File: config.mk
export PLATFORM = sky130hd
export DESIGN_NAME = led_comet_frame_encoder
export DESIGN_NICKNAME = d
export VERILOG_FILES = /design/src/lcfe_pkg.sv /design/src/lcfe_front.sv /design/src/lcfe_queue.sv /design/src/lcfe_back.sv /design/src/led_comet_frame_encoder.sv
export VERILOG_INCLUDE_DIRS = /design/src /design/src/src
export SDC_FILE = /design/constraint.sdc
export NUM_CORES = 1
export LEC_CHECK = 0
export BUFFER_PORTS_ARGS = -buffer_cell sky130_fd_sc_hd__buf_2
export CORE_MARGIN = 2
export CORE_UTILIZATION = 35
export DETAILED_ROUTE_END_ITERATION = 6
export PLACE_DENSITY_LB_ADDON = 0.2
export SETUP_SLACK_MARGIN = 0.02
export SLEW_MARGIN = 20
export SYNTH_ARGS = -nofsm -noshare
export SYNTH_HDL_FRONTEND = slang
export SYNTH_HIERARCHICAL = 1
export SYNTH_SLANG_ARGS = --single-unit
File: constraint.sdc
create_clock -name i_clk -period 17.22 [get_ports i_clk]
set_input_delay 0.861 -clock i_clk [delete_from_list [all_inputs] [get_ports i_clk]]
set_output_delay 0.861 -clock i_clk [all_outputs]
set_load 0.01 [all_outputs]
File: src/led_comet_frame_encoder_defines.svh
// Assertion macros for the LED comet frame encoder top level.
// Depends on nothing; included by the top level only.
`ifndef LED_COMET_FRAME_ENCODER_DEFINES_SVH
`define LED_COMET_FRAME_ENCODER_DEFINES_SVH

// Same-cycle implication, checked outside reset.
`define LCFE_ASSERT_NOW(label, clk, rst_n, cond, check, msg) \
    label: assert property (@(posedge clk) disable iff (!(rst_n)) (cond) |-> (check)) \
        else $error(msg);

// Next-cycle implication, checked outside reset.
`define LCFE_ASSERT_NEXT(label, clk, rst_n, cond, check, msg) \
    label: assert property (@(posedge clk) disable iff (!(rst_n)) (cond) |=> (check)) \
        else $error(msg);

`endif

File: src/lcfe_pkg.sv
// Shared types, constants and color functions of the LED comet frame encoder.
// Depends on nothing; used by every module of the block.
package lcfe_pkg;

    localparam int STRIP_LENGTH = 32;
    localparam int IDX_W        = 6;
    localparam int POS_W        = 8;
    localparam int LEVEL_W      = 5;
    localparam int WORD_W       = 24;
    localparam int SUM_W        = 10;
    localparam int N_WRITES     = 14;
    localparam int QUEUE_DEPTH  = 2;
    localparam int QPTR_W       = $clog2(QUEUE_DEPTH);
    localparam int QCNT_W       = $clog2(QUEUE_DEPTH + 1);
    localparam int CFG_IDX_W    = 2;

    localparam logic [IDX_W-1:0] LAST_LED = IDX_W'(STRIP_LENGTH - 1);

    localparam logic [CFG_IDX_W-1:0] CFG_RED   = 2'd0;
    localparam logic [CFG_IDX_W-1:0] CFG_GREEN = 2'd1;
    localparam logic [CFG_IDX_W-1:0] CFG_BLUE  = 2'd2;

    typedef enum logic [2:0] {
        PK_CENTER,
        PK_NEAR,
        PK_MID,
        PK_TAIL_HALF,
        PK_TAIL_FULL
    } t_paint_kind;

    // The fourteen writes in the order they are applied; later ones win.
    localparam t_paint_kind PAINT_KIND [N_WRITES] = '{
        PK_CENTER, PK_NEAR, PK_NEAR, PK_MID, PK_MID, PK_TAIL_HALF, PK_TAIL_HALF,
        PK_CENTER, PK_NEAR, PK_NEAR, PK_MID, PK_MID, PK_TAIL_FULL, PK_TAIL_FULL
    };

    localparam logic signed [SUM_W-1:0] PAINT_OFFSET [N_WRITES] = '{
        10'sd0, -10'sd1, 10'sd1, -10'sd2, 10'sd2, -10'sd3, 10'sd3,
        10'sd0, -10'sd1, 10'sd1, -10'sd2, 10'sd2, -10'sd3, 10'sd3
    };

    typedef struct packed {
        logic [N_WRITES-1:0][IDX_W-1:0] slot;
    } t_frame_job;

    typedef struct packed {
        logic empty;
        logic full;
    } t_queue_status;

    typedef struct packed {
        logic [LEVEL_W-1:0] red;
        logic [LEVEL_W-1:0] green;
        logic [LEVEL_W-1:0] blue;
    } t_levels;

    // Far indexes land on LED 0; near overflow wraps once by the strip size.
    function automatic logic [IDX_W-1:0] wrap_slot(input logic signed [SUM_W-1:0] idx);
        logic signed [SUM_W-1:0] len;
        logic signed [SUM_W-1:0] res;
        len = SUM_W'(STRIP_LENGTH);
        if (idx >= (len <<< 1) || idx < -len) begin
            res = '0;
        end else if (idx >= len) begin
            res = idx - len;
        end else if (idx < 0) begin
            res = idx + len;
        end else begin
            res = idx;
        end
        return res[IDX_W-1:0];
    endfunction

    // GRB word: three zero bits ahead of each five-bit color.
    function automatic logic [WORD_W-1:0] paint_word(input t_paint_kind kind,
                                                     input t_levels lv);
        logic [LEVEL_W-1:0] pr;
        logic [LEVEL_W-1:0] pg;
        logic [LEVEL_W-1:0] pb;
        pr = lv.red;
        pg = '0;
        pb = '0;
        case (kind)
            PK_CENTER: begin
                pg = lv.green;
                pb = lv.blue;
            end
            PK_NEAR: begin
                pg = lv.green;
                pb = lv.blue >> 1;
            end
            PK_MID: begin
                pg = lv.green >> 1;
            end
            PK_TAIL_HALF: begin
                pr = lv.red >> 1;
            end
            PK_TAIL_FULL: begin
                pr = lv.red;
            end
            default: begin
                pr = '0;
            end
        endcase
        return {3'b000, pg, 3'b000, pr, 3'b000, pb};
    endfunction

endpackage

File: src/lcfe_front.sv
// Front end: turns a frame position into the fourteen wrapped LED slots.
// Depends on lcfe_pkg.
module lcfe_front (
    input  logic [lcfe_pkg::POS_W-1:0] i_frame_position,
    output lcfe_pkg::t_frame_job       o_job
);

    logic signed [lcfe_pkg::SUM_W-1:0] pos;
    logic signed [lcfe_pkg::SUM_W-1:0] mir;

    assign pos = signed'(lcfe_pkg::SUM_W'(i_frame_position));
    assign mir = signed'(lcfe_pkg::SUM_W'(lcfe_pkg::STRIP_LENGTH)) - pos;

    // The second half of the writes paints the mirror comet.
    always_comb begin
        for (int k = 0; k < lcfe_pkg::N_WRITES; k++) begin
            if (k < lcfe_pkg::N_WRITES / 2) begin
                o_job.slot[k] = lcfe_pkg::wrap_slot(pos + lcfe_pkg::PAINT_OFFSET[k]);
            end else begin
                o_job.slot[k] = lcfe_pkg::wrap_slot(mir + lcfe_pkg::PAINT_OFFSET[k]);
            end
        end
    end

endmodule

File: src/lcfe_queue.sv
// Short job queue between the front end and the word generator.
// Depends on lcfe_pkg.
module lcfe_queue (
    input  logic                      i_clk,
    input  logic                      i_rst_n,
    input  logic                      i_push,
    input  lcfe_pkg::t_frame_job      i_job,
    input  logic                      i_pop,
    output lcfe_pkg::t_frame_job      o_head,
    output lcfe_pkg::t_queue_status   o_status
);

    lcfe_pkg::t_frame_job                r_mem [lcfe_pkg::QUEUE_DEPTH];
    logic [lcfe_pkg::QPTR_W-1:0]         r_wr_ptr;
    logic [lcfe_pkg::QPTR_W-1:0]         r_rd_ptr;
    logic [lcfe_pkg::QCNT_W-1:0]         r_count;
    logic [lcfe_pkg::QCNT_W-1:0]         n_count;

    assign o_head         = r_mem[r_rd_ptr];
    assign o_status.empty = (r_count == '0);
    assign o_status.full  = (r_count == lcfe_pkg::QCNT_W'(lcfe_pkg::QUEUE_DEPTH));

    always_comb begin
        n_count = r_count;
        if (i_push && !i_pop) begin
            n_count = r_count + 1'b1;
        end else if (!i_push && i_pop) begin
            n_count = r_count - 1'b1;
        end
    end

    always_ff @(posedge i_clk) begin
        if (!i_rst_n) begin
            r_wr_ptr <= '0;
            r_rd_ptr <= '0;
            r_count  <= '0;
        end else begin
            r_count <= n_count;
            if (i_push) begin
                r_wr_ptr <= r_wr_ptr + 1'b1;
            end
            if (i_pop) begin
                r_rd_ptr <= r_rd_ptr + 1'b1;
            end
        end
    end

    always_ff @(posedge i_clk) begin
        if (i_push) begin
            r_mem[r_wr_ptr] <= i_job;
        end
    end

endmodule

File: src/lcfe_back.sv
// Back end: walks the strip one LED per cycle and registers each code word.
// Depends on lcfe_pkg.
module lcfe_back (
    input  logic                          i_clk,
    input  logic                          i_rst_n,
    input  lcfe_pkg::t_levels             i_levels,
    input  lcfe_pkg::t_frame_job          i_head,
    input  lcfe_pkg::t_queue_status       i_status,
    output logic                          o_pop,
    output logic                          o_valid,
    output logic [lcfe_pkg::IDX_W-1:0]    o_led_index,
    output logic [lcfe_pkg::WORD_W-1:0]   o_code_word,
    output logic                          o_last_led
);

    logic                          r_active;
    logic [lcfe_pkg::IDX_W-1:0]    r_led;
    lcfe_pkg::t_frame_job          r_job;
    logic                          r_valid;
    logic [lcfe_pkg::IDX_W-1:0]    r_index;
    logic [lcfe_pkg::WORD_W-1:0]   r_word;
    logic                          r_last;
    logic [lcfe_pkg::WORD_W-1:0]   n_word;
    logic                          at_last;

    assign at_last = (r_led == lcfe_pkg::LAST_LED);
    assign o_pop   = !i_status.empty && (!r_active || at_last);

    // Dark unless some write hits this LED; the latest matching write wins.
    always_comb begin
        n_word = '0;
        for (int k = 0; k < lcfe_pkg::N_WRITES; k++) begin
            if (r_job.slot[k] == r_led) begin
                n_word = lcfe_pkg::paint_word(lcfe_pkg::PAINT_KIND[k], i_levels);
            end
        end
    end

    always_ff @(posedge i_clk) begin
        if (!i_rst_n) begin
            r_active <= 1'b0;
            r_led    <= '0;
            r_valid  <= 1'b0;
        end else begin
            r_valid <= r_active;
            if (o_pop) begin
                r_active <= 1'b1;
                r_led    <= '0;
            end else if (r_active && at_last) begin
                r_active <= 1'b0;
            end else if (r_active) begin
                r_led <= r_led + 1'b1;
            end
        end
    end

    always_ff @(posedge i_clk) begin
        if (o_pop) begin
            r_job <= i_head;
        end
        r_index <= r_led;
        r_word  <= n_word;
        r_last  <= r_active && at_last;
    end

    assign o_valid     = r_valid;
    assign o_led_index = r_index;
    assign o_code_word = r_word;
    assign o_last_led  = r_last && r_valid;

endmodule

File: src/led_comet_frame_encoder.sv
// Top level of the LED comet frame encoder: level registers, front end, queue
// and word generator. Depends on lcfe_pkg, lcfe_front, lcfe_queue, lcfe_back
// and the assertion macros in led_comet_frame_encoder_defines.svh.
//
// A frame position is taken as one beat at a rising edge where start is high
// and busy is low. For each position the block emits one beat per LED of the
// strip, index 0 first, each on o_led_index, o_code_word and o_last_led for
// exactly one cycle while o_valid is high; o_last_led marks the final LED.
// When the block is otherwise idle, the first word of a frame passes the
// queue, then the generator's LED walk and then the output registers. The
// word generator walks the strip one LED a cycle.
// Queued frames run back to back: a two-entry queue holds positions
// already accepted, and busy is high only while that queue is full.
// The receiver cannot stall, so words leave at the full rate once started.
// Level registers are written over i_cfg_we/i_cfg_index/i_cfg_data at any
// edge; an index beyond blue is ignored. Writes belong in idle periods.
// Synchronous active-low reset empties the queue, stops the generator and
// clears the three levels to zero.
`include "led_comet_frame_encoder_defines.svh"

module led_comet_frame_encoder (
    input  logic                              i_clk,
    input  logic                              i_rst_n,
    input  logic                              start,
    output logic                              busy,
    input  logic [lcfe_pkg::POS_W-1:0]        i_frame_position,
    input  logic                              i_cfg_we,
    input  logic [lcfe_pkg::CFG_IDX_W-1:0]    i_cfg_index,
    input  logic [lcfe_pkg::LEVEL_W-1:0]      i_cfg_data,
    output logic                              o_valid,
    output logic [lcfe_pkg::IDX_W-1:0]        o_led_index,
    output logic [lcfe_pkg::WORD_W-1:0]       o_code_word,
    output logic                              o_last_led
);

    lcfe_pkg::t_levels         r_levels;
    lcfe_pkg::t_frame_job      front_job;
    lcfe_pkg::t_frame_job      queue_head;
    lcfe_pkg::t_queue_status   queue_status;
    logic                      accept;
    logic                      pop;

    // Level registers. Only the three listed indexes map to storage.
    always_ff @(posedge i_clk) begin
        if (!i_rst_n) begin
            r_levels <= '0;
        end else if (i_cfg_we) begin
            case (i_cfg_index)
                lcfe_pkg::CFG_RED:   r_levels.red   <= i_cfg_data;
                lcfe_pkg::CFG_GREEN: r_levels.green <= i_cfg_data;
                lcfe_pkg::CFG_BLUE:  r_levels.blue  <= i_cfg_data;
                default: begin
                end
            endcase
        end
    end

    // Busy only reflects queue space, not whether words are being produced.
    assign busy   = queue_status.full;
    assign accept = start && !busy;

    lcfe_front u_front (
        .i_frame_position (i_frame_position),
        .o_job            (front_job)
    );

    lcfe_queue u_queue (
        .i_clk    (i_clk),
        .i_rst_n  (i_rst_n),
        .i_push   (accept),
        .i_job    (front_job),
        .i_pop    (pop),
        .o_head   (queue_head),
        .o_status (queue_status)
    );

    lcfe_back u_back (
        .i_clk       (i_clk),
        .i_rst_n     (i_rst_n),
        .i_levels    (r_levels),
        .i_head      (queue_head),
        .i_status    (queue_status),
        .o_pop       (pop),
        .o_valid     (o_valid),
        .o_led_index (o_led_index),
        .o_code_word (o_code_word),
        .o_last_led  (o_last_led)
    );

    // The final beat of a frame always carries the top LED index.
    `LCFE_ASSERT_NOW(a_last_index, i_clk, i_rst_n, o_valid && o_last_led, o_led_index == lcfe_pkg::LAST_LED, "last beat not on final LED")

    // Within a frame, beats are consecutive with rising LED index.
    `LCFE_ASSERT_NEXT(a_frame_contiguous, i_clk, i_rst_n, o_valid && !o_last_led, o_valid && (o_led_index == $past(o_led_index) + lcfe_pkg::IDX_W'(1)), "frame beats not contiguous")

    // A queued frame follows the previous one without a gap.
    `LCFE_ASSERT_NEXT(a_no_gap, i_clk, i_rst_n, o_valid && o_last_led && busy, o_valid && (o_led_index == '0), "gap between queued frames")

endmodule
==> results of run 1 <==
## cell type report
type,count,share of cell area
clock buffers,50,0.0665
clock inverters,9,0.00648
inverters,11,0.00267
multi-input cells,650,0.309
flip-flops and latches,302,0.555
well taps,518,0.0419
repair buffers,53,0.0189
## kinds of logic (layout without fill, tap and decap cells)
family,Yosys count,in the layout
AND/OR/NAND/NOR,271,271
other,2,22
AO/OA/AOI/OAI,105,105
adder cells (fa/ha/maj),16,16
multiplexers,110,110
buffers and inverters,83,123
XOR/XNOR,126,126
flip-flops,302,302
## sequential cells by signal (all words and copies together), names as in the netlist, named ones only
register and flops:
u_queue/r_rd_ptr 1, u_back/o_valid 1, r_levels 15, u_queue/r_mem 168
u_back/o_led_index 6, u_queue/r_count 2, u_back/o_code_word 15, u_queue/r_wr_ptr 1
u_back/r_led 6, u_back/r_job 84, u_back/r_active 1, u_back/r_last 1
## stage by stage
step           utilization  setup slack (ns)
6_report             0.398             12.49
4_1_cts              0.398             12.60
2_1_floorplan            -             11.35
3_3_place_gp         0.369             12.23
3_5_place_dp         0.369             12.09
5_1_grt              0.398             12.16
## worst paths after layout
path                                          to  slack, ns  cells past startpoint                    startpoint
hold / removal     u_back/o_code_word[8]$_DFF_P_       0.47                      1     r_levels[10]$_SDFFE_PN0P_
hold reg to reg    u_back/o_code_word[8]$_DFF_P_       0.47                      1     r_levels[10]$_SDFFE_PN0P_
setup / recovery  u_queue/r_mem[1][74]$_DFFE_PP_      12.49                     12           i_frame_position[0]
setup reg to reg      u_back/r_job[22]$_DFFE_PP_      14.04                      6  u_back/r_led[0]$_SDFFE_PP0P_
## worst max-delay path, cell delays in order
cell      delay, ns
buf_2          0.49
inv_1          0.29
ha_1           0.40
xnor2_1        0.77
inv_1          0.33
ha_1           0.29
a21oi_1        0.24
a21boi_0       0.47
a21oi_1        0.16
xnor2_1        0.17
a22oi_1        0.37
nor2_1         0.13
## synthesized netlist by cell type (12+ instances only)
cell type | count | area share
a21oi_1 | 27 | 0.0098
buf_4 | 23 | 0.012
buf_6 | 16 | 0.013
clkbuf_1 | 18 | 0.0049
dfxtp_1 | 50 | 0.072
edfxtp_1 | 252 | 0.55
ha_1 | 16 | 0.014
mux2_2 | 85 | 0.069
mux2i_1 | 21 | 0.015
nand2_1 | 61 | 0.017
nand3_1 | 13 | 0.0047
nand4_1 | 12 | 0.0054
nor2_1 | 104 | 0.028
nor3_1 | 14 | 0.0051
o21ai_0 | 15 | 0.0054
xnor2_1 | 68 | 0.043
xor2_1 | 54 | 0.034
## power groups by stage
| stage | Sequential [mW] | Combinational (mW) | Clock, mW |
|---|---|---|---|
| after CTS | 1.07 | 0.495 | 0.742 |
| final | 1.06 | 0.483 | 0.723 |
| after global placement | 1.08 | 0.491 | 0 |
| after detailed placement | 1.08 | 0.493 | 0 |
| after global routing | 1.08 | 0.535 | 0.777 |
| after floorplan | 1.08 | 0.394 | 0 |
## metal layers
layer / track usage / up-vias / routed length [µm]
met3: 0.0228 / 35 / 1280
met1: 0.209 / 3780 / 14300
met2: 0.222 / 166 / 12900
met5: 0 / - / 0
met4: 0.0375 / 0 / 505
li1: - / 3702 / -
==> results by group, run 1 <==
Cells and area
  – Final nets: 1087
  – Share of layout cells above drive strength 1: 0.205
  – # fillers: 3593
  – Layout area overhead: 11.8%
  – Multi-input gate area: 4770 µm²
  – Antenna fix cells: 0
  – Leading cell type in the layout, fill and taps excluded: edfxtp_1
  – Seq. cell area: 8570 µm²
  – Fin area: 15500 µm²
  – Most frequent cells in the layout: edfxtp_1 (252), nor2_1 (103), mux2_2 (85), xnor2_1 (68), nand2_1 (61)
  – Finished Layout Cells: 1593

Detailed routing
  – Antenna-violating nets left: 0
  – Detailed-route wire length per cell: 18.2 µm
  – 1st-iter DRT viols: 668
  – Routed wire length: 29000 µm
  – Drt drc: 0
  – Router iterations before antenna repair: 5
  – Routed via count: 7683
  – Via density per instance: 4.82

STA
  – Clock skew: 0.0174 ns
  – Hold Vio Cnt, Final: 0
  – Max Slew Vio Count: 0
  – Tmin final: 4.73 ns
  – RSZ-0062 raised after global routing: false
  – Tightest Pin Transition: 1.07 ns
  – Crit share post-route: 0.275
  – Worst hold margin: 0.471 ns
  – # setup viols final: 0
  – Fmax: 211 MHz
  – Worst slew margin: 0.282
  – Setup TNS: 0 ns

Power and ir drop
  – Int Pwr: 1.65 mW
  – Psw: 0.622 mW
  – Fraction of power spent switching nets: 0.274
  – Clk pwr share: 0.318
  – Seq pwr share: 0.469
  – Peak VDD IR: 0.0000646 V
  – Logic pwr share: 0.213
  – Total leakage power: 5.58 nW
  – Total power draw: 2.27 mW
  – PwrDens: 147 nW/µm²

Clock tree
  – CTS Sinks: 302
  – CTS resizes: 0
  – Hold_buf cts: 0
  – Cts bufs inserted: 34
  – Clk root buf: clkbuf_16
  – Post-CTS Setup Inserts: 0
  – CTS HTree Levels: 2
  – Worst skew pair latency: 0.51 ns
  – Clock Tree Buf Depth: 3
  – CTS clk-pin slew, worst paths: 0.06 ns
  – CTS tree: built

Logic synthesis
  – Post-synth EDFFs: 252
  – Synth Area in Compound Gates: 0.0547
  – Syn avg cell area: 13.6 µm²
  – Netlist cell types: 81
  – Largest family of logic cells by synthesized area: simple AND/OR/NAND/NOR gates
  – Seq/Total Area, Yosys: 0.620
  – Synth warn: 6
  – Asr flop ratio synth: 0
  – Synthesized flop and latch total: 302
  – Synth Flop Type: edfxtp_1
  – Post-Synth Adder-Cell Area: 0.0145
  – Synthesized area: 13800 µm²
  – Synthesized instance count: 1015
  – Fraction of the mapped netlist area in simple logic gates: 0.0990
  – Synth Area in XOR/XNOR: 0.0820
  – Proportion of synthesized area in mux cells: 0.0877

Floorplanning
  – Die Span X: 203 µm
  – Cell row count: 72
  – Initial core utilization: 0.356
  – I/O pins: 52
  – Die area: 41100 µm²
  – Core Region: 38800 µm²
  – Die Ht: 203 µm

Worst hold path
  – Hold Crit Class: flip-flop to flip-flop

Placement
  – Final GP Congestion: 0.856
  – DP Wirelength: 18300 µm
  – Port Buffers: 42
  – Placed cell area: 14300 µm²
  – Cells after DPL: 1534

Worst setup path
  – Critical path class: input pin to flip-flop
  – Crit. End Element: flip-flop
  – CP max FO: 28
  – WP data arrival: 4.97 ns
  – Crit path required time: 17.46 ns
  – Setup crit start kind: input pin

Job
  – Max-cap violations: 0

GRT
  – Vias in the first global route: 7462
  – Tot GR Track Use: 0.143
  – Grt ovf: 0
  – Initial antenna violation count: 0
  – First-pass GRT wire length: 45200 µm
  – Largest net degree at the start of global routing: 67

Outcome
  – Status: complete, no violations
(Power assumes the default switching activity.)
==> inputs of run 2 (changes only) <==
==> constraint.sdc (replaced) <==
create_clock -name i_clk -period 4.65 [get_ports i_clk]
set_input_delay 0.2325 -clock i_clk [delete_from_list [all_inputs] [get_ports i_clk]]
set_output_delay 0.2325 -clock i_clk [all_outputs]
set_load 0.01 [all_outputs]
==> run 2 against run 1 <==
Total power grew to 3.7 times the previous value. First-iteration DRC count shrank 21%. Worst hold slack got worse by 0.42 ns. Count of clock-buffer cells in the layout unchanged. Clock power increased to 3.6 times the previous value. Critical path depth unchanged. Cell area rose by 0.14%. Cell count grew 0.44%.
==> results by group, run 2 (same netlist as run 1, synthesis figures left out) <==
Outcome
  – Status: complete, no violations

Placement
  – DP Wirelength: 19400 µm
  – Final GP Congestion: 0.884
  – Port Buffers: 42
  – Cells after DPL: 1540
  – Post-placement setup slack: 0.435 ns

Cells and area
  – Layout area overhead: 11.9%
  – Max reg flops: 168
  – Most frequent cells in the layout: edfxtp_1 (252), nor2_1 (103), mux2_2 (85), xnor2_1 (68), nand2_1 (61)
  – Final nets: 1094
  – Antenna fix cells: 0
  – # fillers: 3659
  – Multi-input gate area: 4770 µm²
  – Biggest regs: u_queue/r_mem: 168 flops, u_back/r_job: 84 flops
  – Share of layout cells above drive strength 1: 0.211
  – Leading cell type in the layout, fill and taps excluded: edfxtp_1
  – Most flops, register: u_queue/r_mem
  – Seq. cell area: 8570 µm²
  – Finished Layout Cells: 1600

Worst setup path
  – Worst setup startpoint: i_frame_position[1]
  – CP max FO: 10
  – WP data arrival: 3.97 ns
  – CP Depth: 12
  – Critical path class: input pin to flip-flop
  – Setup slack, reg-to-reg: 1.67 ns
  – Buf/Inv on CP: 3
  – Reg-to-reg critical path endpoint: u_back/o_code_word[19]$_SDFF_PP0_
  – Crit. End Element: flip-flop
  – Cell family with most CP delay: compound AO/OA/AOI/OAI gates
  – Largest stage delay, worst path: 0.79 ns
  – Reg-to-Reg Start: u_back/r_led[0]$_SDFFE_PP0P_
  – R2r worst-path depth: 7
  – CP max-delay cell: xnor2_1
  – Worst path cell trace: buf_2 > inv_1 > ha_1 > xnor2_1 > inv_1 > ha_1 > a21oi_1 > a21boi_0 > a21oi_1 > xnor2_1 > a22oi_1 > nor2_1
  – Crit path capture: u_queue/r_mem[1][75]$_DFFE_PP_
  – Crit path required time: 4.88 ns
  – Setup crit start kind: input pin

Floorplanning
  – Cell row count: 72
  – I/O pins: 52
  – Die Ht: 203 µm
  – Core Region: 38800 µm²
  – Initial core utilization: 0.356
  – Die area: 41100 µm²
  – Die Span X: 203 µm

STA
  – Crit share post-route: 0.803
  – RSZ-0062 raised after global routing: false
  – Fmax: 268 MHz
  – # setup viols final: 0
  – PnR worst setup slack: 0.917 ns
  – Max Slew Vio Count: 0
  – Hold Vio Cnt, Final: 0
  – Setup TNS: 0 ns
  – Clock skew: 0.0108 ns
  – Tmin final: 3.73 ns
  – Worst slew margin: 0.373
  – Tightest Pin Transition: 0.934 ns

GRT
  – Largest net degree at the start of global routing: 61
  – Grt ovf: 0
  – Tot GR Track Use: 0.145
  – Vias in the first global route: 7609
  – Initial antenna violation count: 0
  – First-pass GRT wire length: 45600 µm

Clock tree
  – Clk root buf: clkbuf_16
  – CTS tree: built
  – Worst skew pair latency: 0.51 ns
  – CTS resizes: 0
  – CTS HTree Levels: 2
  – Post-CTS Setup Inserts: 0
  – Hold_buf cts: 0
  – Clock Tree Buf Depth: 3
  – CTS clk-pin slew, worst paths: 0.06 ns
  – Cts bufs inserted: 35
  – CTS Sinks: 302

Detailed routing
  – Antenna-violating nets left: 0
  – 1st-iter DRT viols: 528
  – Routed wire length: 29800 µm
  – Detailed-route wire length per cell: 18.6 µm
  – Drt drc: 0
  – Routed via count: 7822
  – Via density per instance: 4.89
  – Router iterations before antenna repair: 5

Power and ir drop
  – Peak VDD IR: 0.000225 V
  – Total power draw: 8.40 mW
  – PwrDens: 543 nW/µm²
  – Total leakage power: 5.61 nW

Job
  – Max-cap violations: 0

Worst hold path
  – Hold Crit Class: input pin to flip-flop
run 2: layout make-up:
class	instances	share of cell area
multi-input cells	650	0.308
repair buffers	59	0.0218
well taps	518	0.0419
flip-flops and latches	302	0.554
inverters	11	0.00267
clock buffers	50	0.0659
clock inverters	10	0.00542
run 2: layer usage:
| metal | routed length, µm | track usage | vias up |
|---|---|---|---|
| li1 | - | - | 3726 |
| met1 | 14900 | 0.213 | 3870 |
| met2 | 13100 | 0.218 | 181 |
| met3 | 1260 | 0.0257 | 45 |
| met4 | 601 | 0.0477 | 0 |
| met5 | 0 | 0 | - |
run 2: worst register-to-register path, cell delays in order, from the launching register on:
cell and delay [ns]:
dfxtp_1 0.92, buf_4 0.40, xnor2_1 0.16, nand4_1 0.13
o22ai_1 0.67, nor2_1 0.15, a21oi_1 0.29, o32ai_1 0.13
run 2: where the power goes:
part | leakage (nW) | internal [mW] | switching, mW
Combinational | 2.25 | 0.749 | 0.987
Clock | 0.546 | 1.58 | 1.05
Sequential | 2.81 | 3.72 | 0.307
Total | 5.61 | 6.05 | 2.34
run 2: how the worst min path moves through the flow:
| stage | to | slack, ns | from | depth (start not counted) |
|---|---|---|---|---|
| after global placement | r_levels[5]$_SDFFE_PN0P_ | 0.45 | r_levels[5]$_SDFFE_PN0P_ | 2 |
| after global routing | r_levels[12]$_SDFFE_PN0P_ | 0.07 | i_cfg_data[2] | 3 |
| after floorplan | u_back/o_led_index[3]$_DFF_P_ | 0.33 | u_back/r_led[3]$_SDFFE_PP0P_ | 0 |
| after CTS | r_levels[10]$_SDFFE_PN0P_ | 0.03 | i_cfg_data[0] | 3 |
| after detailed placement | u_back/o_valid$_SDFF_PN0_ | 0.45 | u_back/r_active$_SDFFE_PN0P_ | 1 |
| final | r_levels[5]$_SDFFE_PN0P_ | 0.05 | i_cfg_data[0] | 3 |
run 2: stage by stage:
| step | utilization | cell area [µm²] | hold slack [ns] |
|---|---|---|---|
| after floorplan | - | 13900 | 0.332 |
| after global placement | 0.370 | 14400 | 0.454 |
| after detailed placement | 0.370 | 14400 | 0.451 |
| after CTS | 0.399 | 15500 | 0.0284 |
| after global routing | 0.399 | 15500 | 0.0714 |
| final | 0.399 | 15500 | 0.0542 |
